**config.mk**
```make
export PLATFORM = sky130hd
export DESIGN_NAME = cst_dp
export DESIGN_NICKNAME = d
export VERILOG_FILES = /design/src/rtl/cst_pkg.sv /design/src/rtl/cst_ram.sv /design/src/rtl/cst_dp.sv
export SDC_FILE = /design/constraint.sdc
export NUM_CORES = 1
export LEC_CHECK = 0
export ABC_AREA = 1
export BUFFER_PORTS_ARGS = -buffer_cell sky130_fd_sc_hd__clkbuf_2
export CAP_MARGIN = 10
export CORE_AREA = 2 2 195 197
export CTS_CLUSTER_SIZE = 14
export DETAILED_ROUTE_END_ITERATION = 16
export DIE_AREA = 0 0 197 199
export GPL_ROUTABILITY_DRIVEN = 0
export PLACE_DENSITY = 0.83
export SETUP_SLACK_MARGIN = 0.5
export SLEW_MARGIN = 20
export SYNTH_ARGS = -nofsm -noshare
export SYNTH_HDL_FRONTEND = slang
export SYNTH_SLANG_ARGS = --single-unit
```
**constraint.sdc**
```tcl
create_clock -name i_clk -period 7 [get_ports i_clk]
set_input_delay 1.05 -clock i_clk [delete_from_list [all_inputs] [get_ports i_clk]]
set_output_delay 1.05 -clock i_clk [all_outputs]
set_load 0.005 [all_outputs]
```
**src/rtl/cst_pkg.sv**
```systemverilog
// Shared types, constants and character-class functions of the character stream tokenizer.
package cst_pkg;

    // Fixed field widths of the result word.
    localparam int KIND_W  = 4;
    localparam int INT_W   = 63;
    localparam int CHAR_W  = 8;
    localparam int INDEX_W = 5;

    // Token kinds as they appear on the result port.
    localparam logic [KIND_W-1:0] KIND_INT    = 4'd0;
    localparam logic [KIND_W-1:0] KIND_IDENT  = 4'd1;
    localparam logic [KIND_W-1:0] KIND_DEF    = 4'd2;
    localparam logic [KIND_W-1:0] KIND_RETURN = 4'd3;
    localparam logic [KIND_W-1:0] KIND_LET    = 4'd4;
    localparam logic [KIND_W-1:0] KIND_LBRACE = 4'd5;
    localparam logic [KIND_W-1:0] KIND_RBRACE = 4'd6;
    localparam logic [KIND_W-1:0] KIND_LPAREN = 4'd7;
    localparam logic [KIND_W-1:0] KIND_RPAREN = 4'd8;
    localparam logic [KIND_W-1:0] KIND_COMMA  = 4'd9;
    localparam logic [KIND_W-1:0] KIND_SEMI   = 4'd10;

    // Character codes.
    localparam logic [CHAR_W-1:0] CH_0      = 8'h30;
    localparam logic [CHAR_W-1:0] CH_9      = 8'h39;
    localparam logic [CHAR_W-1:0] CH_UA     = 8'h41;
    localparam logic [CHAR_W-1:0] CH_UZ     = 8'h5A;
    localparam logic [CHAR_W-1:0] CH_LA     = 8'h61;
    localparam logic [CHAR_W-1:0] CH_LZ     = 8'h7A;
    localparam logic [CHAR_W-1:0] CH_UNDER  = 8'h5F;
    localparam logic [CHAR_W-1:0] CH_LBRACE = 8'h7B;
    localparam logic [CHAR_W-1:0] CH_RBRACE = 8'h7D;
    localparam logic [CHAR_W-1:0] CH_LPAREN = 8'h28;
    localparam logic [CHAR_W-1:0] CH_RPAREN = 8'h29;
    localparam logic [CHAR_W-1:0] CH_COMMA  = 8'h2C;
    localparam logic [CHAR_W-1:0] CH_SEMI   = 8'h3B;

    // Keywords, left aligned in six characters.
    localparam logic [47:0] KW_DEF    = {"def", 24'h0};
    localparam logic [47:0] KW_RETURN = "return";
    localparam logic [47:0] KW_LET    = {"let", 24'h0};

    // Largest integer value; the accumulator saturates here.
    localparam logic [INT_W-1:0] INT_MAX = {INT_W{1'b1}};

    // Lexer mode held by the datapath.
    typedef enum logic [1:0] {
        MODE_INIT = 2'd0,
        MODE_INT  = 2'd1,
        MODE_WORD = 2'd2
    } t_lex_mode;

    // Source of the next result word.
    typedef enum logic [1:0] {
        OUT_INT   = 2'd0,
        OUT_KW    = 2'd1,
        OUT_PUNCT = 2'd2,
        OUT_IDENT = 2'd3
    } t_out_sel;

    // Commands from the controller to the datapath.
    typedef struct packed {
        logic     accept;
        logic     int_step;
        logic     word_step;
        logic     init_action;
        logic     mode_clear;
        logic     idx_clear;
        logic     idx_inc;
        logic     rd_issue;
        logic     out_load;
        t_out_sel out_sel;
        logic     out_last;
    } t_dp_cmd;

    // Status from the datapath to the controller.
    typedef struct packed {
        t_lex_mode mode;
        logic      digit;
        logic      alnum;
        logic      punct;
        logic      kw_hit;
        logic      idx_last;
        logic      out_free;
    } t_dp_stat;

    function automatic logic is_dec_digit(input logic [CHAR_W-1:0] c);
        return (c >= CH_0) && (c <= CH_9);
    endfunction

    function automatic logic is_start(input logic [CHAR_W-1:0] c);
        return ((c >= CH_UA) && (c <= CH_UZ)) || ((c >= CH_LA) && (c <= CH_LZ)) ||
               (c == CH_UNDER);
    endfunction

    function automatic logic is_punct(input logic [CHAR_W-1:0] c);
        logic hit;
        case (c) inside
            CH_LBRACE, CH_RBRACE, CH_LPAREN, CH_RPAREN, CH_COMMA, CH_SEMI: hit = 1'b1;
            default: hit = 1'b0;
        endcase
        return hit;
    endfunction

    function automatic logic [KIND_W-1:0] punct_kind(input logic [CHAR_W-1:0] c);
        logic [KIND_W-1:0] k;
        case (c)
            CH_LBRACE: k = KIND_LBRACE;
            CH_RBRACE: k = KIND_RBRACE;
            CH_LPAREN: k = KIND_LPAREN;
            CH_RPAREN: k = KIND_RPAREN;
            CH_COMMA:  k = KIND_COMMA;
            default:   k = KIND_SEMI;
        endcase
        return k;
    endfunction

    // Character at position pos (0 to 5) of a left-aligned keyword.
    function automatic logic [CHAR_W-1:0] kw_char(input logic [47:0] kw, input logic [2:0] pos);
        return kw[8*(5-pos) +: 8];
    endfunction

endpackage

```
**src/rtl/cst_ram.sv**
```systemverilog
// Generic single-write, single-read RAM with a registered read port.
module cst_ram #(
    parameter int WIDTH = 8,
    parameter int DEPTH = 32
) (
    input  logic                     i_clk,
    input  logic                     i_we,
    input  logic [$clog2(DEPTH)-1:0] i_waddr,
    input  logic [WIDTH-1:0]         i_wdata,
    input  logic                     i_re,
    input  logic [$clog2(DEPTH)-1:0] i_raddr,
    output logic [WIDTH-1:0]         o_rdata
);

    logic [WIDTH-1:0] r_mem [DEPTH];
    logic [WIDTH-1:0] r_rdata;

    // Write port and registered read port.
    always_ff @(posedge i_clk) begin
        if (i_we) begin
            r_mem[i_waddr] <= i_wdata;
        end
        if (i_re) begin
            r_rdata <= r_mem[i_raddr];
        end
    end

    assign o_rdata = r_rdata;

endmodule

```
**src/rtl/cst_dp.sv**
```systemverilog
// Datapath of the tokenizer: character latch, integer accumulator, name store and result register.
module cst_dp #(
    parameter int MAX_IDENT_LEN = 32
) (
    input  logic                             i_clk,
    input  logic                             i_rst_n,
    input  cst_pkg::t_dp_cmd                 i_cmd,
    output cst_pkg::t_dp_stat                o_stat,
    input  logic [cst_pkg::CHAR_W-1:0]       i_in_char,
    input  logic                             i_stall,
    output logic                             o_valid,
    output logic [cst_pkg::KIND_W-1:0]       o_token_kind,
    output logic [cst_pkg::INT_W-1:0]        o_int_value,
    output logic                             o_int_saturated,
    output logic [cst_pkg::CHAR_W-1:0]       o_ident_char,
    output logic [cst_pkg::INDEX_W-1:0]      o_ident_index,
    output logic                             o_ident_end,
    output logic                             o_ident_truncated,
    output logic                             o_run_last
);

    localparam int LEN_W     = $clog2(MAX_IDENT_LEN + 1);
    localparam int AW        = $clog2(MAX_IDENT_LEN);
    localparam int INT_W_EXT = cst_pkg::INT_W + 4;

    logic [cst_pkg::CHAR_W-1:0] r_char;
    cst_pkg::t_lex_mode         r_mode;
    logic [cst_pkg::INT_W-1:0]  r_accum;
    logic                       r_int_ovf;
    logic [LEN_W-1:0]           r_name_len;
    logic                       r_name_ovf;
    logic                       r_def_ok;
    logic                       r_ret_ok;
    logic                       r_let_ok;
    logic [LEN_W-1:0]           r_idx;

    logic                         r_valid;
    logic [cst_pkg::KIND_W-1:0]   r_kind;
    logic [cst_pkg::INT_W-1:0]    r_int_value;
    logic                         r_int_sat;
    logic [cst_pkg::CHAR_W-1:0]   r_ident_char;
    logic [cst_pkg::INDEX_W-1:0]  r_ident_index;
    logic                         r_ident_end;
    logic                         r_ident_trunc;
    logic                         r_run_last;

    logic                         c_digit;
    logic                         c_start;
    logic                         c_punct;
    logic [3:0]                   digit_val;
    logic [INT_W_EXT-1:0]         acc_next;
    logic                         acc_sat;
    logic                         len_room;
    logic [LEN_W-1:0]             wr_pos;
    logic                         def_prev;
    logic                         ret_prev;
    logic                         let_prev;
    logic                         n_def_ok;
    logic                         n_ret_ok;
    logic                         n_let_ok;
    logic                         def_hit;
    logic                         ret_hit;
    logic                         let_hit;
    logic [cst_pkg::KIND_W-1:0]   kw_kind;
    logic                         idx_last;
    logic                         ram_we;
    logic [AW-1:0]                ram_waddr;
    logic [cst_pkg::CHAR_W-1:0]   ram_rdata;
    logic [LEN_W+cst_pkg::INDEX_W-1:0] idx_ext;

    // Class of the latched character.
    assign c_digit   = cst_pkg::is_dec_digit(r_char);
    assign c_start   = cst_pkg::is_start(r_char);
    assign c_punct   = cst_pkg::is_punct(r_char);
    assign digit_val = 4'(r_char - cst_pkg::CH_0);

    // Ten times the accumulator plus the new digit; any bit at or above bit 63 means saturation.
    assign acc_next = INT_W_EXT'({r_accum, 3'b000}) + INT_W_EXT'({r_accum, 1'b0}) +
                      INT_W_EXT'(digit_val);
    assign acc_sat  = |acc_next[INT_W_EXT-1:cst_pkg::INT_W];

    // Name store write position and keyword prefix tracking.
    assign len_room = r_name_len < LEN_W'(MAX_IDENT_LEN);
    assign wr_pos   = i_cmd.word_step ? r_name_len : '0;
    assign def_prev = i_cmd.word_step ? r_def_ok : 1'b1;
    assign ret_prev = i_cmd.word_step ? r_ret_ok : 1'b1;
    assign let_prev = i_cmd.word_step ? r_let_ok : 1'b1;

    assign n_def_ok = def_prev && ((wr_pos >= LEN_W'(3)) ||
                      (r_char == cst_pkg::kw_char(cst_pkg::KW_DEF, wr_pos[2:0])));
    assign n_ret_ok = ret_prev && ((wr_pos >= LEN_W'(6)) ||
                      (r_char == cst_pkg::kw_char(cst_pkg::KW_RETURN, wr_pos[2:0])));
    assign n_let_ok = let_prev && ((wr_pos >= LEN_W'(3)) ||
                      (r_char == cst_pkg::kw_char(cst_pkg::KW_LET, wr_pos[2:0])));

    // A truncated name never matches a keyword.
    assign def_hit = !r_name_ovf && (r_name_len == LEN_W'(3)) && r_def_ok;
    assign ret_hit = !r_name_ovf && (r_name_len == LEN_W'(6)) && r_ret_ok;
    assign let_hit = !r_name_ovf && (r_name_len == LEN_W'(3)) && r_let_ok;

    always_comb begin
        if (def_hit) begin
            kw_kind = cst_pkg::KIND_DEF;
        end else if (ret_hit) begin
            kw_kind = cst_pkg::KIND_RETURN;
        end else begin
            kw_kind = cst_pkg::KIND_LET;
        end
    end

    assign idx_last = (r_idx + LEN_W'(1)) == r_name_len;
    assign idx_ext  = {{cst_pkg::INDEX_W{1'b0}}, r_idx};

    // Name store.
    assign ram_we    = (i_cmd.word_step && len_room) || (i_cmd.init_action && c_start);
    assign ram_waddr = i_cmd.init_action ? '0 : r_name_len[AW-1:0];

    cst_ram #(
        .WIDTH (cst_pkg::CHAR_W),
        .DEPTH (MAX_IDENT_LEN)
    ) u_name_ram (
        .i_clk   (i_clk),
        .i_we    (ram_we),
        .i_waddr (ram_waddr),
        .i_wdata (r_char),
        .i_re    (i_cmd.rd_issue),
        .i_raddr (r_idx[AW-1:0]),
        .o_rdata (ram_rdata)
    );

    // Lexer state and result valid.
    always_ff @(posedge i_clk) begin
        if (!i_rst_n) begin
            r_mode     <= cst_pkg::MODE_INIT;
            r_accum    <= '0;
            r_int_ovf  <= 1'b0;
            r_name_len <= '0;
            r_name_ovf <= 1'b0;
            r_valid    <= 1'b0;
        end else begin
            if (i_cmd.int_step) begin
                if (acc_sat) begin
                    r_accum   <= cst_pkg::INT_MAX;
                    r_int_ovf <= 1'b1;
                end else begin
                    r_accum <= acc_next[cst_pkg::INT_W-1:0];
                end
            end
            if (i_cmd.word_step) begin
                if (len_room) begin
                    r_name_len <= r_name_len + LEN_W'(1);
                end else begin
                    r_name_ovf <= 1'b1;
                end
            end
            if (i_cmd.mode_clear) begin
                r_mode     <= cst_pkg::MODE_INIT;
                r_name_len <= '0;
                r_name_ovf <= 1'b0;
            end
            if (i_cmd.init_action) begin
                if (c_digit) begin
                    r_mode    <= cst_pkg::MODE_INT;
                    r_accum   <= cst_pkg::INT_W'(digit_val);
                    r_int_ovf <= 1'b0;
                end else if (c_start) begin
                    r_mode     <= cst_pkg::MODE_WORD;
                    r_name_len <= LEN_W'(1);
                    r_name_ovf <= 1'b0;
                end else begin
                    r_mode <= cst_pkg::MODE_INIT;
                end
            end
            if (i_cmd.out_load) begin
                r_valid <= 1'b1;
            end else if (!i_stall) begin
                r_valid <= 1'b0;
            end
        end
    end

    // Payload registers: character latch, keyword flags, read index and result word.
    always_ff @(posedge i_clk) begin
        if (i_cmd.accept) begin
            r_char <= i_in_char;
        end
        if ((i_cmd.word_step && len_room) || (i_cmd.init_action && c_start)) begin
            r_def_ok <= n_def_ok;
            r_ret_ok <= n_ret_ok;
            r_let_ok <= n_let_ok;
        end
        if (i_cmd.idx_clear) begin
            r_idx <= '0;
        end else if (i_cmd.idx_inc) begin
            r_idx <= r_idx + LEN_W'(1);
        end
        if (i_cmd.out_load) begin
            r_int_value   <= '0;
            r_int_sat     <= 1'b0;
            r_ident_char  <= '0;
            r_ident_index <= '0;
            r_ident_end   <= 1'b0;
            r_ident_trunc <= 1'b0;
            r_run_last    <= i_cmd.out_last;
            case (i_cmd.out_sel)
                cst_pkg::OUT_INT: begin
                    r_kind      <= cst_pkg::KIND_INT;
                    r_int_value <= r_accum;
                    r_int_sat   <= r_int_ovf;
                end
                cst_pkg::OUT_KW: begin
                    r_kind <= kw_kind;
                end
                cst_pkg::OUT_PUNCT: begin
                    r_kind <= cst_pkg::punct_kind(r_char);
                end
                default: begin
                    r_kind        <= cst_pkg::KIND_IDENT;
                    r_ident_char  <= ram_rdata;
                    r_ident_index <= idx_ext[cst_pkg::INDEX_W-1:0];
                    r_ident_end   <= idx_last;
                    r_ident_trunc <= r_name_ovf;
                end
            endcase
        end
    end

    // Status to the controller.
    assign o_stat.mode     = r_mode;
    assign o_stat.digit    = c_digit;
    assign o_stat.alnum    = c_digit || c_start;
    assign o_stat.punct    = c_punct;
    assign o_stat.kw_hit   = def_hit || ret_hit || let_hit;
    assign o_stat.idx_last = idx_last;
    assign o_stat.out_free = !r_valid || !i_stall;

    assign o_valid           = r_valid;
    assign o_token_kind      = r_kind;
    assign o_int_value       = r_int_value;
    assign o_int_saturated   = r_int_sat;
    assign o_ident_char      = r_ident_char;
    assign o_ident_index     = r_ident_index;
    assign o_ident_end       = r_ident_end;
    assign o_ident_truncated = r_ident_trunc;
    assign o_run_last        = r_run_last;

endmodule

```
==> impl_metrics.csv <==
group,metric,value,unit
run_status,status,"complete, no violations",
sta,max_freq,218,MHz
sta,tns,0,ps
power_and_ir_drop,pwr-share-seq,0.429,
cts,worstSkewPairLatency,600,ps
routing,ant_nets,0,
synth,synth_area,23900,µm²
cells_and_area,syn2layout_area_growth,10.1,%
sta,min_period_over_period,0.656,
cts,cts_buffer_depth,3,
power_and_ir_drop,intPower,0.00488,W
global_route,use_met3,0.0524,
cts,cts_setup_buffers,0,
placed_design,portBuffers,115,
floorplanning,pin_count,116,
synth,synth.area.mux_share,0,
global_route,grt_max_degree,80,
power_and_ir_drop,cellPowerDensity,268,nW/µm²
flow_run,max-cap-violations,0,
global_route,antenna_found_initial,1,
cts,cts_hold_buffers,0,
sta,period_minus_slack,4590,ps
sta,hold_viol,0,
routing,routed_wirelength,61900,µm
power_and_ir_drop,power_switching,0.00220,W
worst_setup_path,endpoint_kind,"output pin",
synth,yosysSeqAreaShare,0.517,
sta,worst_pin_slew,1080,ps
worst_setup_path,critPathMaxFanout,74,
floorplanning,chipWidth,197,µm
sta,timing.final.max_slew_violations,0,
synth,synth_seq_cells,439,
cts,root_buffer,"clkbuf_16",
worst_setup_path,startpoint_type,"register",
synth,ys_types,42,
synth,syn_nets,2941,
global_route,overflow,0,
global_route,met2_usage,0.534,
synth,synth_top_family_by_area,"simple AND/OR/NAND/NOR gates",
synth,synth_compound_area_frac,0.109,
power_and_ir_drop,vdd_drop_max,0.000267,V
sta,finClkSkew,37.8,ps
routing,wl_per_cell,18.3,µm
worst_setup_path,slowest_stage,"clkinv_2",
sta,slew_headroom,0.276,
cells_and_area,final_cell_mix,"555 x nand2_1, 419 x nor2_1, 407 x inv_1",
worst_setup_path,crit_top_cell,"nand2_1",
worst_hold_path,hold_class,"register to register",
cts,cts.clk_slew.worst_paths,60,ps
cells_and_area,drive_gt1_frac,0.0830,
global_route,grt_pass1_wl,98100,µm
global_route,track_usage,0.318,
synth,synth-simple-area-share,0.200,
global_route,grt_use_met1,0.403,
floorplanning,core_area,37100,µm²
worst_setup_path,worstSetupPathType,"register to output pin",
global_route,grt_busiest_layer,"met2",
sta,rsz0062_at_grt,"no",
cts,cts-htree-levels,2,
floorplanning,start_util,0.645,
worst_setup_path,cp_data_arrival_time,3540,ps
power_and_ir_drop,comb_power_share,0.226,
cells_and_area,num-nets-final,3021,
worst_setup_path,slowest_delay,820,ps
placed_design,place_hpwl,43000,µm
routing,drt_iter0_markers,2013,
floorplanning,die_area,39200,µm²
synth,synthAdderAreaFrac,0.0691,
cts,ctsResizeCount,0,
routing,vias,19900,
worst_setup_path,cp.required,5950,ps
cells_and_area,antennaDiodeCount,0,
floorplanning,rows,71,
cells_and_area,final_core_util,0.710,
worst_setup_path,crit_chain,"clkinv_2, o31ai_1, nand2_1, nand2_1, o2111ai_1, nor3_1, clkbuf_2",
synth,synthXorXnorAreaFrac,0.0205,
routing,firstDrtPassIters,6,
cells_and_area,fillers,2735,
power_and_ir_drop,switching_share,0.310,
synth,syn_inst,2787,
synth,synth.avg_cell_area,8.59,µm²
global_route,grt_pass1_vias,19200,
power_and_ir_drop,clkPwrFrac,0.345,
routing,vias_per_cell,5.88,
cts,cts_made_buffers,44,
cts,clock_sinks,439,
cts,cts_tree,"yes",
synth,yosysWarnings,0,
routing,drc_errors,0,
power_and_ir_drop,leakage,11.8,nW
sta,final-setup-viol-count,0,
cells_and_area,final_common_cell,"nand2_1",
floorplanning,die_y,199,µm
Yosys cell counts (all sizes together):
cell / count / area share
or2: 4 / 0.0010
buf: 22 / 0.0056
a31oi: 10 / 0.0026
ha: 129 / 0.067
o21bai: 20 / 0.0063
nand4: 15 / 0.0039
a21oi: 158 / 0.033
o22ai: 17 / 0.0044
a211oi: 6 / 0.0019
dfxtp: 80 / 0.067
o21ai: 171 / 0.036
o2111ai: 1 / 0.00037
xor2: 29 / 0.011
o31ai: 2 / 0.00063
nor4: 6 / 0.0016
nor3: 28 / 0.0061
and2: 1 / 0.00026
nand2: 568 / 0.090
clkbuf: 77 / 0.012
fa: 2 / 0.0017
nand3: 141 / 0.030
clkinv: 3 / 0.00047
nor2: 424 / 0.067
a32oi: 8 / 0.0029
o221ai: 50 / 0.018
xnor2: 27 / 0.0099
inv: 421 / 0.066
o211ai: 8 / 0.0025
edfxtp: 359 / 0.45
flip-flops by register name, summed over array words and instances (netlist names), 2 cells and up:
name,cells
u_name_ram.r_mem,256
o_int_value,63
r_accum,63
o_ident_char,8
r_char,8
u_name_ram.o_rdata,8
r_idx,6
r_name_len,6
o_ident_index,5
o_token_kind,4
r_mode,2
layer usage:
metal / vias up / part of all wire / wire length (µm)
met5: - / 0.00019 / 12
met4: 2 / 0.048 / 2950
met3: 207 / 0.084 / 5190
met2: 1021 / 0.47 / 29400
met1: 9218 / 0.39 / 24400
li1: 9412 / - / -
critical path: cells and delay by family (launching register included):
kind | cells | cell delay (ps)
AO/OA/AOI/OAI | 2 | 660
flip-flops | 1 | 810
AND/OR/NAND/NOR | 3 | 380
buffers and inverters | 2 | 990
final cells by class:
cell class                 count  area, µm²  area share
clock buffer                  57       1200      0.0455
clock inverter                24        317      0.0120
inverter                     424       1590      0.0605
multi-input combinational   1825       9560       0.362
sequential                   439      12400       0.470
tap                          474        593      0.0225
timing repair buffer         133        721      0.0273
worst paths after layout:
path         startpoint          end  slack, ps  depth (start not counted)
max            r_idx[0]    o_stat[1]       2410                          7
min           r_mode[0]    r_mode[0]        480                          2
max reg2reg   r_char[1]  r_accum[24]       2770                         19
min reg2reg   r_mode[0]    r_mode[0]        480                          2
stage by stage:
step,instance area (µm²),setup slack [ps],hold WS [ps],total power (W),cells
after floorplan,23900,3610,436,0.00422,2787
after global placement,24800,3060,459,0.00460,3294
after detailed placement,24800,2860,463,0.00465,3294
after CTS,26300,2440,473,0.00707,3375
after global routing,26400,2190,514,0.00739,3376
final,26400,2410,479,0.00708,3376
power groups by stage:
stage	Combinational [W]	Sequential, W	Clock (W)
2_1_floorplan	0.00115	0.00307	0
6_report	0.00160	0.00304	0.00244
5_1_grt	0.00179	0.00305	0.00256
4_1_cts	0.00157	0.00304	0.00246
3_5_place_dp	0.00155	0.00309	0
3_3_place_gp	0.00151	0.00309	0
cells by family (layout without fill, tap and decap cells):
family / count (synthesis) / after routing
compound gates: 451 / 451
xor+xnor: 56 / 56
fa+ha+maj: 131 / 131
buf+inv: 523 / 638
flops: 439 / 439
simple gates: 1187 / 1187
(Power assumes the default switching activity.)
